[config.mk]
export PLATFORM = sky130hd
export DESIGN_NAME = run_length_decode_iterator_core_flat
export DESIGN_NICKNAME = d
export VERILOG_FILES = /design/src/rtl/rld_pkg.sv /design/src/rtl/rld_in_if.sv /design/src/rtl/rld_out_if.sv /design/src/rtl/rld_ram.sv /design/src/rtl/rld_ctrl.sv /design/src/rtl/rld_dp.sv /design/src/rtl/run_length_decode_iterator_core.sv /design/src/flat_wrapper.sv
export SDC_FILE = /design/constraint.sdc
export NUM_CORES = 2
export LEC_CHECK = 0
export BUFFER_PORTS_ARGS = -buffer_cell sky130_fd_sc_hd__buf_2
export CORE_MARGIN = 2
export CORE_UTILIZATION = 59
export CTS_BUF_LIST = sky130_fd_sc_hd__clkbuf_4 sky130_fd_sc_hd__clkbuf_8
export CTS_CLUSTER_SIZE = 30
export DETAILED_ROUTE_END_ITERATION = 16
export GPL_TIMING_DRIVEN = 0
export PLACE_DENSITY_LB_ADDON = 0.3
export SLEW_MARGIN = 20
export SYNTH_ARGS = -nofsm -noshare
export SYNTH_HDL_FRONTEND = slang
export SYNTH_SLANG_ARGS = --single-unit
[constraint.sdc]
create_clock -name clk -period 5.3 [get_ports clk]
set_input_delay 1.06 -clock clk [delete_from_list [all_inputs] [get_ports clk]]
set_output_delay 1.06 -clock clk [all_outputs]
set_load 0.03 [all_outputs]
[src/rtl/rld_pkg.sv]
// shared constants, codes and control types of the run-length decode iterator
package rld_pkg;

  localparam int MAX_RUNS = 64;
  localparam int IDX_W    = (MAX_RUNS > 1) ? $clog2(MAX_RUNS) : 1;
  localparam int CNT_W    = $clog2(MAX_RUNS + 1);
  localparam int DATA_W   = 31;
  localparam int STAT_W   = 2;

  localparam logic CMD_LOAD    = 1'b0;
  localparam logic CMD_CONSUME = 1'b1;

  typedef enum logic [STAT_W-1:0] {
    STAT_LOAD_OK   = 2'd0,
    STAT_LOAD_FULL = 2'd1,
    STAT_VALUE     = 2'd2,
    STAT_EXHAUSTED = 2'd3
  } status_t;

  typedef enum logic [1:0] {
    ST_IDLE,
    ST_EXEC,
    ST_CHECK,
    ST_RESP
  } state_t;

  typedef struct packed {
    logic capture;
    logic load_write;
    logic load_full;
    logic exhaust;
    logic skip;
    logic hit;
    logic emit;
  } dp_cmd_t;

  typedef struct packed {
    logic is_consume;
    logic full;
    logic exhausted;
    logic need_gt;
    logic out_free;
  } dp_stat_t;

endpackage

[src/rtl/rld_in_if.sv]
// input channel: load or consume requests
interface rld_in_if;
  logic                      valid;
  logic                      ready;
  logic                      cmd;
  logic [rld_pkg::DATA_W-1:0] run_count;
  logic [rld_pkg::DATA_W-1:0] run_value;
  logic [rld_pkg::DATA_W-1:0] take_amount;

  modport source (output valid, output cmd, output run_count, output run_value,
                  output take_amount, input ready);
  modport sink (input valid, input cmd, input run_count, input run_value,
                input take_amount, output ready);
endinterface

[src/rtl/rld_out_if.sv]
// result channel: status and element value
interface rld_out_if;
  logic                       valid;
  logic                       ready;
  logic [rld_pkg::STAT_W-1:0] status;
  logic [rld_pkg::DATA_W-1:0] element_value;

  modport source (output valid, output status, output element_value, input ready);
  modport sink (input valid, input status, input element_value, output ready);
endinterface

[src/rtl/rld_ram.sv]
// generic single write, single read ram with registered read data
module rld_ram #(
  parameter int WIDTH = 8,
  parameter int DEPTH = 16
) (
  input  logic                                  clk,
  input  logic                                  we,
  input  logic [((DEPTH > 1) ? $clog2(DEPTH) : 1)-1:0] wr_addr,
  input  logic [WIDTH-1:0]                      wr_data,
  input  logic [((DEPTH > 1) ? $clog2(DEPTH) : 1)-1:0] rd_addr,
  output logic [WIDTH-1:0]                      rd_data
);

  logic [WIDTH-1:0] mem [DEPTH];
  logic [WIDTH-1:0] rd_data_r;

  always_ff @(posedge clk) begin
    if (we) begin
      mem[wr_addr] <= wr_data;
    end
    rd_data_r <= mem[rd_addr];
  end

  assign rd_data = rd_data_r;

endmodule

[src/rtl/rld_ctrl.sv]
// controller state machine sequencing loads, run skips and result transfers
module rld_ctrl (
  input  logic              clk,
  input  logic              rst_n,
  input  logic              in_valid,
  output logic              in_ready,
  input  rld_pkg::dp_stat_t stat,
  output rld_pkg::dp_cmd_t  cmd
);

  rld_pkg::state_t state_r, state_nxt;

  always_ff @(posedge clk) begin
    if (!rst_n) begin
      state_r <= rld_pkg::ST_IDLE;
    end else begin
      state_r <= state_nxt;
    end
  end

  always_comb begin
    state_nxt = state_r;
    cmd       = '0;
    in_ready  = 1'b0;
    unique case (state_r)
      rld_pkg::ST_IDLE: begin
        in_ready = 1'b1;
        if (in_valid) begin
          cmd.capture = 1'b1;
          state_nxt   = rld_pkg::ST_EXEC;
        end
      end
      rld_pkg::ST_EXEC: begin
        if (!stat.is_consume) begin
          if (stat.full) begin
            cmd.load_full = 1'b1;
          end else begin
            cmd.load_write = 1'b1;
          end
          state_nxt = rld_pkg::ST_RESP;
        end else if (stat.exhausted) begin
          cmd.exhaust = 1'b1;
          state_nxt   = rld_pkg::ST_RESP;
        end else begin
          state_nxt = rld_pkg::ST_CHECK;
        end
      end
      rld_pkg::ST_CHECK: begin
        if (stat.need_gt) begin
          cmd.skip  = 1'b1;
          state_nxt = rld_pkg::ST_EXEC;
        end else begin
          cmd.hit   = 1'b1;
          state_nxt = rld_pkg::ST_RESP;
        end
      end
      rld_pkg::ST_RESP: begin
        if (stat.out_free) begin
          cmd.emit  = 1'b1;
          state_nxt = rld_pkg::ST_IDLE;
        end
      end
      default: state_nxt = rld_pkg::ST_IDLE;
    endcase
  end

  a_check_follows_exec: assert property (@(posedge clk) disable iff (!rst_n)
    (state_r == rld_pkg::ST_CHECK) |-> ($past(state_r) == rld_pkg::ST_EXEC))
    else $error("check state entered without a read cycle");

  a_emit_only_when_free: assert property (@(posedge clk) disable iff (!rst_n)
    cmd.emit |-> stat.out_free)
    else $error("result issued into an occupied output register");

  a_idle_after_emit: assert property (@(posedge clk) disable iff (!rst_n)
    cmd.emit |=> (state_r == rld_pkg::ST_IDLE))
    else $error("controller not idle after result transfer");

endmodule

[src/rtl/rld_dp.sv]
// datapath: run tables, run pointers, remaining amount and output register
module rld_dp (
  input  logic                        clk,
  input  logic                        rst_n,
  input  logic                        in_cmd,
  input  logic [rld_pkg::DATA_W-1:0]  in_run_count,
  input  logic [rld_pkg::DATA_W-1:0]  in_run_value,
  input  logic [rld_pkg::DATA_W-1:0]  in_take_amount,
  output logic                        out_valid,
  input  logic                        out_ready,
  output logic [rld_pkg::STAT_W-1:0]  out_status,
  output logic [rld_pkg::DATA_W-1:0]  out_element_value,
  input  rld_pkg::dp_cmd_t            cmd,
  output rld_pkg::dp_stat_t           stat
);

  logic                       cmd_r;
  logic [rld_pkg::DATA_W-1:0] run_count_r;
  logic [rld_pkg::DATA_W-1:0] run_value_r;
  logic [rld_pkg::DATA_W-1:0] need_r;
  logic [rld_pkg::CNT_W-1:0]  runs_loaded_r;
  logic [rld_pkg::CNT_W-1:0]  current_run_r;
  rld_pkg::status_t           res_status_r;
  logic [rld_pkg::DATA_W-1:0] res_value_r;
  logic                       out_valid_r;
  logic [rld_pkg::STAT_W-1:0] out_status_r;
  logic [rld_pkg::DATA_W-1:0] out_value_r;

  logic                       cnt_we;
  logic [rld_pkg::IDX_W-1:0]  cnt_wr_addr;
  logic [rld_pkg::DATA_W-1:0] cnt_wr_data;
  logic [rld_pkg::DATA_W-1:0] cnt_rd;
  logic [rld_pkg::DATA_W-1:0] val_rd;
  logic [rld_pkg::IDX_W-1:0]  cur_idx;
  logic [rld_pkg::IDX_W-1:0]  load_idx;

  assign cur_idx  = current_run_r[rld_pkg::IDX_W-1:0];
  assign load_idx = runs_loaded_r[rld_pkg::IDX_W-1:0];

  assign cnt_we      = cmd.load_write | cmd.hit;
  assign cnt_wr_addr = cmd.load_write ? load_idx : cur_idx;
  assign cnt_wr_data = cmd.load_write ? run_count_r : (cnt_rd - need_r);

  rld_ram #(.WIDTH(rld_pkg::DATA_W), .DEPTH(rld_pkg::MAX_RUNS)) u_count_ram (
    .clk     (clk),
    .we      (cnt_we),
    .wr_addr (cnt_wr_addr),
    .wr_data (cnt_wr_data),
    .rd_addr (cur_idx),
    .rd_data (cnt_rd)
  );

  rld_ram #(.WIDTH(rld_pkg::DATA_W), .DEPTH(rld_pkg::MAX_RUNS)) u_value_ram (
    .clk     (clk),
    .we      (cmd.load_write),
    .wr_addr (load_idx),
    .wr_data (run_value_r),
    .rd_addr (cur_idx),
    .rd_data (val_rd)
  );

  always_ff @(posedge clk) begin
    if (cmd.capture) begin
      cmd_r       <= in_cmd;
      run_count_r <= in_run_count;
      run_value_r <= in_run_value;
      need_r      <= in_take_amount;
    end else if (cmd.skip) begin
      need_r <= need_r - cnt_rd;
    end

    if (cmd.load_write) begin
      res_status_r <= rld_pkg::STAT_LOAD_OK;
      res_value_r  <= '0;
    end else if (cmd.load_full) begin
      res_status_r <= rld_pkg::STAT_LOAD_FULL;
      res_value_r  <= '0;
    end else if (cmd.exhaust) begin
      res_status_r <= rld_pkg::STAT_EXHAUSTED;
      res_value_r  <= '0;
    end else if (cmd.hit) begin
      res_status_r <= rld_pkg::STAT_VALUE;
      res_value_r  <= val_rd;
    end

    if (cmd.emit) begin
      out_status_r <= res_status_r;
      out_value_r  <= res_value_r;
    end
  end

  always_ff @(posedge clk) begin
    if (!rst_n) begin
      runs_loaded_r <= '0;
      current_run_r <= '0;
      out_valid_r   <= 1'b0;
    end else begin
      if (cmd.load_write) begin
        runs_loaded_r <= runs_loaded_r + rld_pkg::CNT_W'(1);
      end
      if (cmd.skip) begin
        current_run_r <= current_run_r + rld_pkg::CNT_W'(1);
      end
      if (cmd.emit) begin
        out_valid_r <= 1'b1;
      end else if (out_ready) begin
        out_valid_r <= 1'b0;
      end
    end
  end

  assign stat.is_consume = (cmd_r == rld_pkg::CMD_CONSUME);
  assign stat.full       = (runs_loaded_r == rld_pkg::CNT_W'(rld_pkg::MAX_RUNS));
  assign stat.exhausted  = (current_run_r >= runs_loaded_r);
  assign stat.need_gt    = (need_r > cnt_rd);
  assign stat.out_free   = !out_valid_r || out_ready;

  assign out_valid         = out_valid_r;
  assign out_status        = out_status_r;
  assign out_element_value = out_value_r;

  a_cur_within_loaded: assert property (@(posedge clk) disable iff (!rst_n)
    current_run_r <= runs_loaded_r)
    else $error("current run beyond loaded runs");

  a_loaded_within_table: assert property (@(posedge clk) disable iff (!rst_n)
    runs_loaded_r <= rld_pkg::CNT_W'(rld_pkg::MAX_RUNS))
    else $error("run count beyond table size");

  a_skip_advances: assert property (@(posedge clk) disable iff (!rst_n)
    cmd.skip |=> (current_run_r == $past(current_run_r) + rld_pkg::CNT_W'(1)))
    else $error("skip did not advance current run");

  a_hit_in_range: assert property (@(posedge clk) disable iff (!rst_n)
    (cmd.hit || cmd.skip) |-> (current_run_r < runs_loaded_r))
    else $error("run read outside loaded runs");

endmodule

[src/rtl/run_length_decode_iterator_core.sv]
// top level of the run-length decode iterator
// a load goes from idle through exec to resp, where it waits for a free output register
// a consume repeats exec and check per skipped run, then goes to resp on a hit or on exhaustion
// one request at a time: the next is taken only once the last result enters the output register
// the next request is taken while a finished result still waits in the output register
// synchronous reset clears run counters and output valid; the run rams are not cleared
module run_length_decode_iterator_core (
  input  logic            clk,
  input  logic            rst_n,
  rld_in_if.sink          in_ch,
  rld_out_if.source       out_ch
);

  rld_pkg::dp_cmd_t  dp_cmd;
  rld_pkg::dp_stat_t dp_stat;

  rld_ctrl u_ctrl (
    .clk      (clk),
    .rst_n    (rst_n),
    .in_valid (in_ch.valid),
    .in_ready (in_ch.ready),
    .stat     (dp_stat),
    .cmd      (dp_cmd)
  );

  rld_dp u_dp (
    .clk               (clk),
    .rst_n             (rst_n),
    .in_cmd            (in_ch.cmd),
    .in_run_count      (in_ch.run_count),
    .in_run_value      (in_ch.run_value),
    .in_take_amount    (in_ch.take_amount),
    .out_valid         (out_ch.valid),
    .out_ready         (out_ch.ready),
    .out_status        (out_ch.status),
    .out_element_value (out_ch.element_value),
    .cmd               (dp_cmd),
    .stat              (dp_stat)
  );

endmodule
[src/flat_wrapper.sv]
// flat-port wrapper written by rule: the top's interface ports become plain ports
module run_length_decode_iterator_core_flat 
  (clk, rst_n, in_ch_valid, in_ch_cmd, in_ch_run_count, in_ch_run_value, in_ch_take_amount, in_ch_ready, out_ch_valid, out_ch_status, out_ch_element_value, out_ch_ready);
  rld_in_if in_ch_i ();
  rld_out_if out_ch_i ();
  input  logic clk;
  input  logic rst_n;
  input wire logic [$bits(in_ch_i.valid)-1:0] in_ch_valid;
  input wire logic [$bits(in_ch_i.cmd)-1:0] in_ch_cmd;
  input wire logic [$bits(in_ch_i.run_count)-1:0] in_ch_run_count;
  input wire logic [$bits(in_ch_i.run_value)-1:0] in_ch_run_value;
  input wire logic [$bits(in_ch_i.take_amount)-1:0] in_ch_take_amount;
  output wire logic [$bits(in_ch_i.ready)-1:0] in_ch_ready;
  output wire logic [$bits(out_ch_i.valid)-1:0] out_ch_valid;
  output wire logic [$bits(out_ch_i.status)-1:0] out_ch_status;
  output wire logic [$bits(out_ch_i.element_value)-1:0] out_ch_element_value;
  input wire logic [$bits(out_ch_i.ready)-1:0] out_ch_ready;
  assign in_ch_i.valid = in_ch_valid;
  assign in_ch_i.cmd = in_ch_cmd;
  assign in_ch_i.run_count = in_ch_run_count;
  assign in_ch_i.run_value = in_ch_run_value;
  assign in_ch_i.take_amount = in_ch_take_amount;
  assign in_ch_ready = in_ch_i.ready;
  assign out_ch_valid = out_ch_i.valid;
  assign out_ch_status = out_ch_i.status;
  assign out_ch_element_value = out_ch_i.element_value;
  assign out_ch_i.ready = out_ch_ready;
  run_length_decode_iterator_core u_core (.clk(clk), .rst_n(rst_n), .in_ch(in_ch_i), .out_ch(out_ch_i));
endmodule
==> results.py <==
metrics = {
    "timing": {
        "finalWorstSetupSlack_ps": 270,
        "slew_headroom_pct": 18.6,
        "fmax_mhz": 199,
        "finClkSkew_ps": 57.3,
        "whs_ps": 163,
        "setup_viol": 0,
        "slew_violations": 0,
        "hold_viol_final": 0,
        "period_needed_ps": 5030,
        "rsz0062_at_grt": "false",
        "fin_crit_sh_pct": 94.9,
        "worst_pin_slew_ps": 1220,
    },
    "grt": {
        "grt_pass1_vias": 80800,
        "grt_pass1_wl_mm": 587,
        "grt_remaining_overflow": 0,
        "grt_max_degree": 45,
        "globalRouteTotalUtil_pct": 30.3,
        "antenna_found_initial": 14,
    },
    "floorplanning": {
        "die_y_um": 528,
        "core_sq_mm": 0.273,
        "row_count": 192,
        "start_util_pct": 59.2,
        "die_x_um": 528,
        "die_area_sq_mm": 0.279,
        "ios": 133,
    },
    "synthesis": {
        "synth_nets": 7033,
        "netlist_area_sq_mm": 0.162,
        "yosys_warnings": 0,
        "synth-compound-area-share_pct": 1.18,
        "synth_top_area_share_pct": 75.9,
        "muxShareOfSynthArea_pct": 18.3,
        "synthSimpleGateAreaFrac_pct": 1.25,
        "ys.flop_type": "edfxtp_1",
        "synth_edf_count": 4095,
        "synth_xor_area_share_pct": 0.297,
        "async_reset_ff_share_pct": 0,
        "synth_area_leaders": "edfxtp_1 (76%), mux4_2 (18%), dfxtp_1 (1.4%)",
        "synth_fa_ha_area_share_pct": 0.573,
        "synth_seq_area_share_pct": 77.3,
        "synth_cell_types": 71,
        "syn_area_per_cell_sq_um": 23.6,
        "netlist_instances": 6862,
        "synth_top_family_by_area": "multiplexers",
        "yosys.area.top_type": "edfxtp_1",
        "synth-seq-cells": 4207,
    },
    "pwr": {
        "peakVddDrop_mv": 1.11,
        "comb_power_share_pct": 25.6,
        "power_density_mw_per_mm2": 529,
        "p_int_mw": 69.5,
        "sequentialPowerShare_pct": 48.3,
        "power.switching_mw": 29.5,
        "switching_share_pct": 29.8,
        "power_frac_clock_pct": 26.1,
        "leakagePower_nw": 58.3,
    },
    "clock_tree": {
        "clk_pin_slew_ps": 60,
        "cts_setup_buffers": 0,
        "clkLatencyLatePin_ps": 1070,
        "htreeDepth": 6,
        "cts.sinks": 4207,
        "max-clock-path-buffers": 4,
        "ctsHoldBuffers": 0,
        "root_buffer": "clkbuf_8",
        "numCtsBuffers": 639,
        "cts_tree": "yes",
    },
    "critical_path": {
        "endpoint_kind": "flop",
        "cp_max_fo": 14,
        "crit_required_ps": 6050,
        "regToRegSetupSlack_ps": 270,
        "cp.arrival_ps": 5780,
        "worstSetupStartpointType": "flop",
        "crit_type": "reg2reg",
    },
    "routing": {
        "num_vias": 80500,
        "drc": 0,
        "via_per_inst": 6.69,
        "ant_nets": 0,
        "drt_iter0_drc": 12600,
        "wire_per_inst_um": 34.8,
        "dr.pass1.iters": 8,
        "routed_wirelength_mm": 419,
    },
    "final_layout": {
        "drive_gt1_share_pct": 36.1,
        "fin_cells": 12000,
        "final_net_count": 8094,
        "n_fill_cell": 15800,
        "fin_area_sq_mm": 0.187,
        "area_growth_pct": 15.6,
    },
    "run": {
        "timing.max_cap.violations": 0,
    },
    "placed_design": {
        "dpl_worst_slack_ps": -13.3,
        "gp_congestion": 0.910,
        "dp_hpwl_mm": 290,
        "dp_cells": 10900,
        "place_area_sq_mm": 0.175,
        "io_buffers": 132,
    },
    "hold_path": {
        "hp-class": "in2reg",
    },
    "run_status": {
        "status": "finished, final reports clean",
    },
}
## layout by cell type (no fill, tap or decap), types with 8 or more instances in the layout
| cell type | Yosys | final |
|---|---|---|
| buf_2 | 54 | 197 |
| ha_1 | 71 | 71 |
| nor2_4 | 0 | 127 |
| clkinv_2 | 0 | 44 |
| xnor2_1 | 35 | 35 |
| diode_2 | 0 | 20 |
| nand2_1 | 88 | 85 |
| clkbuf_2 | 1 | 83 |
| o31ai_1 | 9 | 8 |
| a21oi_4 | 0 | 22 |
| buf_1 | 50 | 26 |
| clkbuf_4 | 0 | 213 |
| xor2_1 | 20 | 20 |
| nand4_1 | 9 | 9 |
| nor2_1 | 260 | 132 |
| nor2b_1 | 10 | 9 |
| inv_1 | 80 | 80 |
| buf_8 | 0 | 64 |
| mux2i_1 | 34 | 34 |
| clkbuf_8 | 0 | 683 |
| nor3_1 | 18 | 12 |
| mux4_2 | 1302 | 1302 |
| a21oi_1 | 106 | 84 |
| edfxtp_1 | 4095 | 4095 |
| clkbuf_1 | 245 | 174 |
| o21a_1 | 12 | 12 |
| o211ai_1 | 8 | 8 |
| o21bai_1 | 8 | 8 |
| inv_6 | 0 | 9 |
| dfxtp_1 | 112 | 112 |
| o21ai_0 | 56 | 53 |
| a21o_1 | 32 | 32 |
| buf_16 | 0 | 146 |
| buf_4 | 2 | 17 |
| a31oi_1 | 11 | 10 |
| buf_12 | 0 | 59 |
| nand2b_1 | 10 | 10 |
| clkinvlp_4 | 0 | 14 |
| clkinv_1 | 1 | 168 |
| nand3_1 | 35 | 31 |
## routing by layer
layer / up-vias / part of all wire (%) / track usage (%)
met4: 4 / 6.3 / 16.8
met5: - / 0.0081 / 0
met1: 42400 / 36 / 40.8
met2: 5575 / 48 / 47.1
li1: 31600 / - / -
met3: 942 / 10 / 6.02
## kinds of logic after synthesis
group	Yosys count
AOI/OAI and AO/OA	287
muxes	1336
xor gates and xnor gates	55
adders and majority gates	73
and+or+nand+nor	466
buffers and inverters	438
DFF	4207
## final cells by class
| cell class | instances | area [sq um] | area share, % |
|---|---|---|---|
| clock buffers | 895 | 11000 | 5.87 |
| well taps | 3589 | 4490 | 2.40 |
| inverters | 84 | 315 | 0.168 |
| repair buffers | 421 | 6990 | 3.73 |
| flip-flops and latches | 4207 | 125000 | 66.9 |
| multi-input cells | 2217 | 36300 | 19.4 |
| plain buffers | 353 | 1540 | 0.821 |
| diodes | 20 | 50.0 | 0.0267 |
| clock inverters | 246 | 1290 | 0.687 |
## critical path, cell delays in order, from the launching register on
cell	delay [ps]
edfxtp_1	440
inv_1	140
ha_1	280
nor2b_1	170
o31a_1	340
o211ai_1	410
a2111oi_2	220
o211ai_2	470
nor3b_4	770
a31oi_4	490
nor2_4	550
buf_16	240
buf_16	170
## flip-flops by register name (all words and copies together) (netlist names)
| signal | count |
|---|---|
| u_core.u_dp.u_value_ram.rd_data | 31 |
| u_core.u_dp.out_element_value | 31 |
| u_core.u_dp.res_value_r | 31 |
| u_core.u_dp.cmd_r | 1 |
| u_core.u_ctrl.state_r | 2 |
| u_core.u_dp.u_count_ram.rd_data | 31 |
| u_core.u_dp.runs_loaded_r | 7 |
| u_core.u_dp.run_count_r | 31 |
| u_core.u_dp.out_status | 2 |
| u_core.u_dp.current_run_r | 7 |
| u_core.u_dp.u_count_ram.mem | 1984 |
| u_core.u_dp.out_valid | 1 |
| u_core.u_dp.run_value_r | 31 |
| u_core.u_dp.need_r | 31 |
| u_core.u_dp.u_value_ram.mem | 1984 |
| u_core.u_dp.res_status_r | 2 |
## power groups by stage
stage	Sequential [mW]	Combinational [mW]	Clock (mW)
floorplan	48.9	11.7	0
global placement	45.9	14.3	0
detailed placement	48.5	25.2	0
CTS	47.8	25.2	26.0
global route	47.9	26.9	27.4
finish	47.8	25.3	25.9
## path summary, 6_finish.rpt
| kind | start | end | cells past startpoint |
|---|---|---|---|
| setup / recovery | u_core.u_dp.need_r[1] | u_core.u_dp.u_count_ram.mem[36][21] | 12 |
| hold / removal | in_ch_run_value[26] | u_core.u_dp.run_value_r[26] | 1 |
| setup reg to reg | u_core.u_dp.need_r[1] | u_core.u_dp.u_count_ram.mem[36][21] | 12 |
| hold reg to reg | u_core.u_dp.res_value_r[5] | u_core.u_dp.out_element_value[5] | 0 |
## through the flow
stage | setup TNS [ps] | utilization [%] | power, mW
3_3_place_gp | -7197040 | 61.1 | 60.2
2_1_floorplan | 0 | - | 60.6
6_report | 0 | 68.5 | 99.0
5_1_grt | 0 | 68.5 | 102
3_5_place_dp | -57.7 | 63.9 | 73.6
4_1_cts | 0 | 68.4 | 99.0
## timing repair
item	in CTS	in global routing
endpoints found under the setup margin	28	132
pin swaps	0	0
gates resized for setup	1	2
## synth_stat cells (10+ instances only)
| library cell | n |
|---|---|
| buf_2 | 54 |
| nand2_1 | 88 |
| clkbuf_1 | 245 |
| ha_1 | 71 |
| a21o_1 | 32 |
| buf_1 | 50 |
| a21oi_1 | 106 |
| nand2b_1 | 10 |
| inv_1 | 80 |
| o21ai_0 | 56 |
| mux4_2 | 1302 |
| mux2i_1 | 34 |
| nand3_1 | 35 |
| nor2_1 | 260 |
| nor2b_1 | 10 |
| o21a_1 | 12 |
| xnor2_1 | 35 |
| xor2_1 | 20 |
| nor3_1 | 18 |
| a31oi_1 | 11 |
| edfxtp_1 | 4095 |
| dfxtp_1 | 112 |
No activity file was read; power rests on OpenSTA's default activity.
